`src/rtl/aip_pkg.sv`:
```
`default_nettype none

package aip_pkg;

  // default page size in instruction slots
  localparam int unsigned DEFAULT_SLOTS_PER_PAGE = 1024;

  // instruction fields
  localparam logic [3:0] COND_ALWAYS = 4'hE;
  localparam logic [3:0] OP_MOV      = 4'hD;
  localparam logic [3:0] MAJOR_B     = 4'hA;
  localparam logic [3:0] MAJOR_BL    = 4'hB;
  localparam logic [3:0] REG_PC      = 4'hF;
  localparam logic [31:0] PC_BIAS    = 32'd8;

  // configuration register indexes
  localparam int unsigned CFG_IDX_W = 2;
  localparam logic [CFG_IDX_W-1:0] CFG_BIG_ENDIAN     = 2'd0;
  localparam logic [CFG_IDX_W-1:0] CFG_COMBINE_ENABLE = 2'd1;

  typedef enum logic [2:0] {
    KIND_ILLEGAL   = 3'd0,
    KIND_MOV       = 3'd1,
    KIND_CLEAR     = 3'd2,
    KIND_B         = 3'd3,
    KIND_BL        = 3'd4,
    KIND_B_SAME    = 3'd5,
    KIND_BL_SAME   = 3'd6
  } kind_t;

  // per-slot table entry
  localparam int unsigned SK_W = 2;
  typedef enum logic [SK_W-1:0] {
    SK_OTHER = 2'd0,
    SK_MOV   = 2'd1,
    SK_CLEAR = 2'd2
  } slot_kind_t;

endpackage

`default_nettype wire

```
`src/rtl/aip_ram.sv`:
```
`default_nettype none

module aip_ram #(
  parameter int unsigned WIDTH = 2,
  parameter int unsigned DEPTH = 1024
) (
  input  wire logic                     clk,
  input  wire logic                     we,
  input  wire logic [$clog2(DEPTH)-1:0] waddr,
  input  wire logic [WIDTH-1:0]         wdata,
  input  wire logic                     re,
  input  wire logic [$clog2(DEPTH)-1:0] raddr,
  output logic      [WIDTH-1:0]         rdata
);

  logic [WIDTH-1:0] mem [DEPTH];

  always_ff @(posedge clk) begin
    if (we) begin
      mem[waddr] <= wdata;
    end
    if (re) begin
      rdata <= mem[raddr];
    end
  end

endmodule

`default_nettype wire

```
`src/rtl/arm_instruction_predecoder.sv`:
```
`default_nettype none

// arm instruction predecoder: mov-immediate and b/bl forms
//
// request channel: start/busy. a request (instr_bytes, fetch_addr) is taken
// at a rising edge with start high and busy low. the word is assembled in
// the configured byte order and decoded into kind, dest_reg, imm_value,
// branch_offset, target_slot and fuse_with_prev.
// result channel: done is high for exactly one cycle with the result fields;
// the receiver cannot stall, so done is gone after that cycle; the fields hold.
// config channel: cfg_valid/cfg_ready with cfg_index and cfg_data; cfg_ready
// is always high. write only while no request is in flight.
// sequence: an accepted request moves to the response state, which registers
// done and the result fields. at the accepting edge the block writes this
// slot's kind and reads the previous slot from the slot kind ram; the response
// state uses that read and, on a fused move, writes the previous slot back to
// other. busy is high in the response state; the next request can be taken in
// the cycle that done is shown. reset: rst (synchronous) sets big_endian low
// and combine_enable high and starts a clearing pass over the slot kind ram,
// with busy high until every slot is cleared. SLOTS_PER_PAGE must be a power of two.

module arm_instruction_predecoder
  import aip_pkg::*;
#(
  parameter int unsigned SLOTS_PER_PAGE = aip_pkg::DEFAULT_SLOTS_PER_PAGE
) (
  input  wire logic                          clk,
  input  wire logic                          rst,
  // request channel
  input  wire logic                          start,
  output logic                               busy,
  input  wire logic [31:0]                   instr_bytes,
  input  wire logic [31:0]                   fetch_addr,
  // configuration channel
  input  wire logic                          cfg_valid,
  output logic                               cfg_ready,
  input  wire logic [aip_pkg::CFG_IDX_W-1:0] cfg_index,
  input  wire logic                          cfg_data,
  // result channel
  output logic                               done,
  output aip_pkg::kind_t                     kind,
  output logic [3:0]                         dest_reg,
  output logic [31:0]                        imm_value,
  output logic signed [26:0]                 branch_offset,
  output logic [9:0]                         target_slot,
  output logic                               fuse_with_prev
);

  localparam int unsigned SLOT_W = $clog2(SLOTS_PER_PAGE);
  localparam logic [SLOT_W-1:0] LAST_SLOT = SLOT_W'(SLOTS_PER_PAGE - 1);

  typedef enum logic [1:0] {
    S_CLEAR,
    S_IDLE,
    S_RESP
  } state_t;

  state_t state;
  logic [SLOT_W-1:0] clr_cnt;

  // config registers
  logic big_endian;
  logic combine_enable;

  // decoded request held for the response cycle
  kind_t             d_kind;
  logic [3:0]        d_dreg;
  logic [31:0]       d_imm;
  logic signed [26:0] d_boff;
  logic [9:0]        d_tslot;
  slot_kind_t        d_cur;
  logic [SLOT_W-1:0] d_slot;

  // combinational decode of the incoming request
  logic [31:0]       iw;
  logic [31:0]       in_addr;
  logic [SLOT_W-1:0] in_slot;
  logic [4:0]        rot_amt;
  logic [63:0]       rot_src;
  logic [31:0]       rot_val;
  logic [31:0]       off;
  logic [31:0]       tgt;
  logic [31:0]       tslot_wide;
  logic              samepage;
  kind_t             c_kind;
  logic [3:0]        c_dreg;
  logic [31:0]       c_imm;
  logic signed [26:0] c_boff;
  logic [9:0]        c_tslot;
  slot_kind_t        c_cur;

  logic accept;
  logic fuse_now;

  // ram ports
  logic              ram_we;
  logic [SLOT_W-1:0] ram_waddr;
  logic [SK_W-1:0]   ram_wdata;
  logic [SLOT_W-1:0] ram_raddr;
  logic [SK_W-1:0]   ram_rdata;

  assign busy      = (state != S_IDLE);
  assign accept    = start && !busy;
  assign cfg_ready = 1'b1;

  always_comb begin
    // byte order: big endian puts the first fetched byte on top
    iw = big_endian ? {instr_bytes[7:0], instr_bytes[15:8],
                       instr_bytes[23:16], instr_bytes[31:24]}
                    : instr_bytes;
    in_addr = {fetch_addr[31:2], 2'b00};
    in_slot = in_addr[SLOT_W+1:2];

    // 8-bit immediate rotated right by twice the rotate field
    rot_amt = {iw[11:8], 1'b0};
    rot_src = {24'd0, iw[7:0], 24'd0, iw[7:0]};
    rot_val = 32'(rot_src >> rot_amt);

    // word offset to byte offset, plus the pipeline bias
    off        = {{6{iw[23]}}, iw[23:0], 2'b00} + PC_BIAS;
    tgt        = in_addr + off;
    samepage   = (in_addr[31:SLOT_W+2] == tgt[31:SLOT_W+2]);
    tslot_wide = 32'(tgt[SLOT_W+1:2]);

    c_kind  = KIND_ILLEGAL;
    c_dreg  = 4'd0;
    c_imm   = 32'd0;
    c_boff  = 27'sd0;
    c_tslot = 10'd0;
    c_cur   = SK_OTHER;

    if (iw[31:28] == COND_ALWAYS) begin
      if (iw[27:26] == 2'b00) begin
        // data processing: only immediate mov without s, not to pc
        if (iw[25] && !iw[20] && (iw[24:21] == OP_MOV) && (iw[15:12] != REG_PC)) begin
          c_dreg = iw[15:12];
          if (rot_val == 32'd0) begin
            c_kind = KIND_CLEAR;
            c_cur  = SK_CLEAR;
          end else begin
            c_kind = KIND_MOV;
            c_imm  = rot_val;
            c_cur  = SK_MOV;
          end
        end
      end else if ((iw[27:24] == MAJOR_B) || (iw[27:24] == MAJOR_BL)) begin
        c_boff = signed'(off[26:0]);
        if (iw[27:24] == MAJOR_B) begin
          c_kind = samepage ? KIND_B_SAME : KIND_B;
        end else begin
          c_kind = samepage ? KIND_BL_SAME : KIND_BL;
        end
        if (samepage) begin
          c_tslot = tslot_wide[9:0];
        end
      end
    end
  end

  // previous slot read back this cycle; slot 0 has no predecessor
  assign fuse_now = combine_enable && (d_slot != '0) && (d_cur != SK_OTHER) &&
                    ((ram_rdata == SK_MOV) || (ram_rdata == SK_CLEAR));

  // one write port shared by the clearing pass, the slot record and the
  // fuse write-back of the previous slot
  always_comb begin
    ram_we    = 1'b0;
    ram_waddr = in_slot;
    ram_wdata = SK_OTHER;
    case (state)
      S_CLEAR: begin
        ram_we    = 1'b1;
        ram_waddr = clr_cnt;
      end
      S_IDLE: begin
        ram_we    = accept;
        ram_wdata = c_cur;
      end
      S_RESP: begin
        ram_we    = fuse_now;
        ram_waddr = d_slot - SLOT_W'(1);
      end
      default: begin
        ram_we = 1'b0;
      end
    endcase
  end

  // read the predecessor at the accepting edge; it never equals this slot
  assign ram_raddr = in_slot - SLOT_W'(1);

  aip_ram #(
    .WIDTH (SK_W),
    .DEPTH (SLOTS_PER_PAGE)
  ) u_slot_kind_ram (
    .clk   (clk),
    .we    (ram_we),
    .waddr (ram_waddr),
    .wdata (ram_wdata),
    .re    (accept),
    .raddr (ram_raddr),
    .rdata (ram_rdata)
  );

  // config registers
  always_ff @(posedge clk) begin
    if (rst) begin
      big_endian     <= 1'b0;
      combine_enable <= 1'b1;
    end else if (cfg_valid && cfg_ready) begin
      if (cfg_index == CFG_BIG_ENDIAN) begin
        big_endian <= cfg_data;
      end else if (cfg_index == CFG_COMBINE_ENABLE) begin
        combine_enable <= cfg_data;
      end
    end
  end

  // sequencer and registered results
  always_ff @(posedge clk) begin
    if (rst) begin
      state   <= S_CLEAR;
      clr_cnt <= '0;
      done    <= 1'b0;
    end else begin
      done <= 1'b0;
      case (state)
        S_CLEAR: begin
          clr_cnt <= clr_cnt + SLOT_W'(1);
          if (clr_cnt == LAST_SLOT) begin
            state <= S_IDLE;
          end
        end
        S_IDLE: begin
          if (accept) begin
            state <= S_RESP;
          end
        end
        S_RESP: begin
          done  <= 1'b1;
          state <= S_IDLE;
        end
        default: begin
          state <= S_IDLE;
        end
      endcase
    end
  end

  // payload registers
  always_ff @(posedge clk) begin
    if (accept) begin
      d_kind  <= c_kind;
      d_dreg  <= c_dreg;
      d_imm   <= c_imm;
      d_boff  <= c_boff;
      d_tslot <= c_tslot;
      d_cur   <= c_cur;
      d_slot  <= in_slot;
    end
    if (state == S_RESP) begin
      kind           <= d_kind;
      dest_reg       <= d_dreg;
      imm_value      <= d_imm;
      branch_offset  <= d_boff;
      target_slot    <= d_tslot;
      fuse_with_prev <= fuse_now;
    end
  end

  // a result only follows a response cycle
  a_done_after_resp: assert property (@(posedge clk) disable iff (rst)
    done |-> ($past(state) == S_RESP))
    else $error("result strobe without a response cycle");

  // an accepted request always occupies the block next cycle
  a_accept_busy: assert property (@(posedge clk) disable iff (rst)
    accept |=> (busy && !done))
    else $error("accepted request did not enter the response cycle");

  // fusion is only reported for moves
  a_fuse_move: assert property (@(posedge clk) disable iff (rst)
    (done && fuse_with_prev) |-> ((kind == KIND_MOV) || (kind == KIND_CLEAR)))
    else $error("fuse flagged on a non-move result");

  // a fuse write-back never lands on the slot just recorded
  a_fuse_addr: assert property (@(posedge clk) disable iff (rst)
    ((state == S_RESP) && ram_we) |-> (ram_waddr != d_slot))
    else $error("fuse write-back hit the current slot");

endmodule

`default_nettype wire
```
`config.mk`:
```
export PLATFORM = sky130hd
export DESIGN_NAME = arm_instruction_predecoder
export DESIGN_NICKNAME = d
export VERILOG_FILES = /design/src/rtl/aip_pkg.sv /design/src/rtl/aip_ram.sv /design/src/rtl/arm_instruction_predecoder.sv
export SDC_FILE = /design/constraint.sdc
export NUM_CORES = 2
export LEC_CHECK = 0
export ABC_AREA = 0
export ABC_CLOCK_PERIOD_IN_PS = 39000
export BUFFER_PORTS_ARGS = -buffer_cell sky130_fd_sc_hd__buf_2
export CORE_MARGIN = 5
export CORE_UTILIZATION = 40
export CTS_CLUSTER_SIZE = 28
export DETAILED_ROUTE_END_ITERATION = 8
export GPL_ROUTABILITY_DRIVEN = 0
export PLACE_DENSITY = 0.62
export SLEW_MARGIN = 20
export SYNTH_ARGS = -nofsm -noshare
export SYNTH_HDL_FRONTEND = slang
export SYNTH_HIERARCHICAL = 1
export SYNTH_SLANG_ARGS = --single-unit
```
`constraint.sdc`:
```
create_clock -name clk -period 39 [get_ports clk]
set_input_delay 3.9 -clock clk [delete_from_list [all_inputs] [get_ports clk]]
set_output_delay 3.9 -clock clk [all_outputs]
set_load 0.01 [all_outputs]
```
==> results.json <==
{
  "wl_per_cell_um": 28.09,
  "placed_cell_area_um2": 97780,
  "period_minus_slack_ns": 10.36,
  "hpwl_um": 146400,
  "ant_nets": 0,
  "hold_slack_ns": 0.4182,
  "clockRootBuffer": "clkbuf_16",
  "pwr-share-comb": 0.053,
  "drcViolationCount": 0,
  "finalCritPeriodShare": 0.2656,
  "nFillCells": 20280,
  "netlist.area_leader.share": 0.7063,
  "clk_latency_ns": 0.86,
  "worstSetupStartpointType": "primary input",
  "ctsHoldBuffers": 0,
  "viasPerCell": 5.835,
  "finalHoldViolCount": 0,
  "syn_inst": 5773,
  "yosysWarnings": 6,
  "grt_max_degree": 256,
  "drv_cap": 0,
  "p_sw_uw": 1081,
  "syn2layout_area_growth_pct": 11.38,
  "p_clk_frac": 0.416,
  "htree_levels": 4,
  "status": "completed",
  "tightest_slew_ns": 1.232,
  "seq_area_um2": 66700,
  "max-vdd-ir-drop_uv": 35.01,
  "pwr-share-seq": 0.531,
  "grt_setup_unrepaired": "false",
  "final_max_slew_viol_count": 0,
  "dp_slack_ns": 27.89,
  "regMostFlops": "u_slot_kind_ram/mem",
  "multi_input_area_um2": 25450,
  "postCtsSetupRepairBufs": 0,
  "setup_viol": 0,
  "core_um2": 234500,
  "max_freq_mhz": 96.55,
  "clk_pin_slew_ns": 0.06,
  "p_sw_frac": 0.2214,
  "grt_pass1_vias": 53900,
  "synth_edf_count": 2211,
  "synthFlopType": "edfxtp_1",
  "nets": 5912,
  "netlist_top_cells_area": "edfxtp_1, mux4_2, nor2_1",
  "power.total_uw": 4880,
  "end_kind": "flop",
  "netlist_area_um2": 94010,
  "leakage_uw": 0.03706,
  "synth.largest_area_cell": "edfxtp_1",
  "cts_buffers": 215,
  "antenna_found_initial": 6,
  "critPathKind": "primary input to flop",
  "largest_reg_flops": 2048,
  "biggestRegsByFlops": "u_slot_kind_ram/mem (2048), d_imm (32), imm_value (32)",
  "reg2reg_slack_ns": 31.32,
  "clock_path_buffers": 3,
  "dieArea_um2": 244800,
  "arrival_ns": 10.85,
  "avgSynthCellArea_um2": 16.28,
  "worstHoldPathType": "flop to flop",
  "relSlewSlack": 0.1786,
  "post_cts_resized": 0,
  "synth.distinct_cells": 93,
  "portBuffers": 144,
  "ioPinCount": 151,
  "grt-ovfl-total": 0,
  "powerDensity_nw_per_um2": 46.61,
  "critPathMaxFanout": 108,
  "synth_seq_area_share": 0.7095,
  "vias": 53350,
  "drt-initial-drc-count": 6412,
  "cts_tree": "built",
  "drtPass1Iterations": 6,
  "grt_pass1_wl_um": 370000,
  "async_flop_share": 0,
  "die_x_um": 494.8,
  "final.setup.tns_ns": 0,
  "initial_utilization": 0.4009,
  "intPower_uw": 3800,
  "wl_um": 256900,
  "required_ns": 39.49,
  "final_cell_area_um2": 104700,
  "cts_sinks": 2226,
  "synth_seq_cells": 2226,
  "final_layout_size_suffix_gt1_frac": 0.1895,
  "die_y_um": 494.8,
  "rows": 178,
  "track_usage": 0.2062,
  "setup_slack_ns": 28.64,
  "clock-skew-final_ns": 0.02695
}
## critical path, stage by stage
cell	delay (ns)
buf_2	0.13
mux2i_2	0.73
mux2i_2	0.40
and2_1	0.28
o21ai_0	0.33
a21o_1	0.28
a41o_1	0.25
nor2_4	0.72
buf_4	0.91
buf_4	0.91
buf_4	0.81
buf_4	0.91
## through the flow
stage | std cells | utilization
finish | 9144 | 0.4465
global route | 9144 | 0.4465
CTS | 9139 | 0.4460
detailed placement | 8737 | 0.4170
global placement | 8737 | 0.4168
floorplan | 5774 | -
## cells in the final DEF, fill, tap and decap left out, types with 17 or more instances in the layout
master,n
ha_1,34
nor2_1,1136
clkbuf_16,216
o221ai_1,83
nand3_4,24
o21ai_0,87
clkbuf_1,44
and3_1,21
inv_1,24
buf_4,109
nor3_1,78
edfxtp_1,2211
nor4_1,24
mux4_2,449
nand2_2,23
a22oi_1,48
bufinv_16,17
nand2_1,168
mux2i_1,234
a31oi_1,19
xor2_1,38
nand3_1,39
o22ai_1,47
buf_2,144
clkinv_1,59
nor2b_1,19
and2_1,25
clkinv_2,44
a21oi_1,121
xnor2_1,31
nand4_1,42
a211oi_1,20
## cell usage after synthesis, types with 12 or more instances
cell	number
o221ai_1	83
a22o_1	13
inv_1	27
a22oi_1	48
buf_2	36
dfxtp_1	15
a21o_1	12
xor2_1	41
mux4_2	449
nor3b_1	15
nand2b_1	16
buf_4	31
nor2b_1	26
a21oi_1	121
nand4_1	42
nand3_1	63
a211oi_1	20
a221oi_1	14
edfxtp_1	2211
clkbuf_1	263
buf_8	14
o22ai_1	47
and2_1	26
and3_1	21
nor4_1	24
mux2i_1	236
nor3_1	78
xnor2_1	32
nor2_1	1143
nand2_1	194
o21ai_0	92
ha_1	34
buf_6	40
a31oi_1	19
mux2_2	14
buf_1	56
## kinds of logic (layout without fill, tap and decap cells)
group,Yosys count,after routing,synth area share
adder cells (fa/ha/maj),35,35,0.004738
AO/OA/AOI/OAI,553,553,0.04014
XOR/XNOR,73,73,0.006801
multiplexers,707,707,0.1357
AND/OR/NAND/NOR,1704,1704,0.07726
flip-flops,2226,2226,0.7095
other,2,6,0.00007989
buffers and inverters,473,690,0.02585
## power groups by stage
stage          clock network [uW]  registers [uW]  logic, uW
2_1_floorplan                   0            2640        166
3_3_place_gp                    0            2640        255
3_5_place_dp                    0            2640        256
4_1_cts                      2060            2590        257
5_1_grt                      2170            2590        272
6_report                     2030            2590        260
## layout make-up
class / count / share of cell area
Sequential cell: 2226 / 0.6370
Tap cell: 3150 / 0.03764
Clock inverter: 141 / 0.01182
Timing Repair Buffer: 259 / 0.01591
Clock buffer: 261 / 0.05333
Inverter: 29 / 0.001219
Antenna cell: 3 / 0.00007170
Multi-Input combinational cell: 3075 / 0.2430
## path summary, 6_finish.rpt
kind                       start                           to  cells past startpoint
hold / removal         d_imm[12]                imm_value[12]                      0
hold reg to reg        d_imm[12]                imm_value[12]                      0
setup reg to reg      big_endian  u_slot_kind_ram/mem[538][0]                     12
setup / recovery  instr_bytes[8]  u_slot_kind_ram/mem[538][0]                     12
## metal layers
| metal | vias up | global-route usage | wire length (um) |
|---|---|---|---|
| li1 | 22610 | - | - |
| met1 | 27920 | 0.2759 | 101200 |
| met2 | 2380 | 0.3425 | 126200 |
| met3 | 443 | 0.03732 | 20710 |
| met4 | 0 | 0.06875 | 8725 |
| met5 | - | 0 | 0 |
Note: power is estimated with default switching activity, not from simulation.
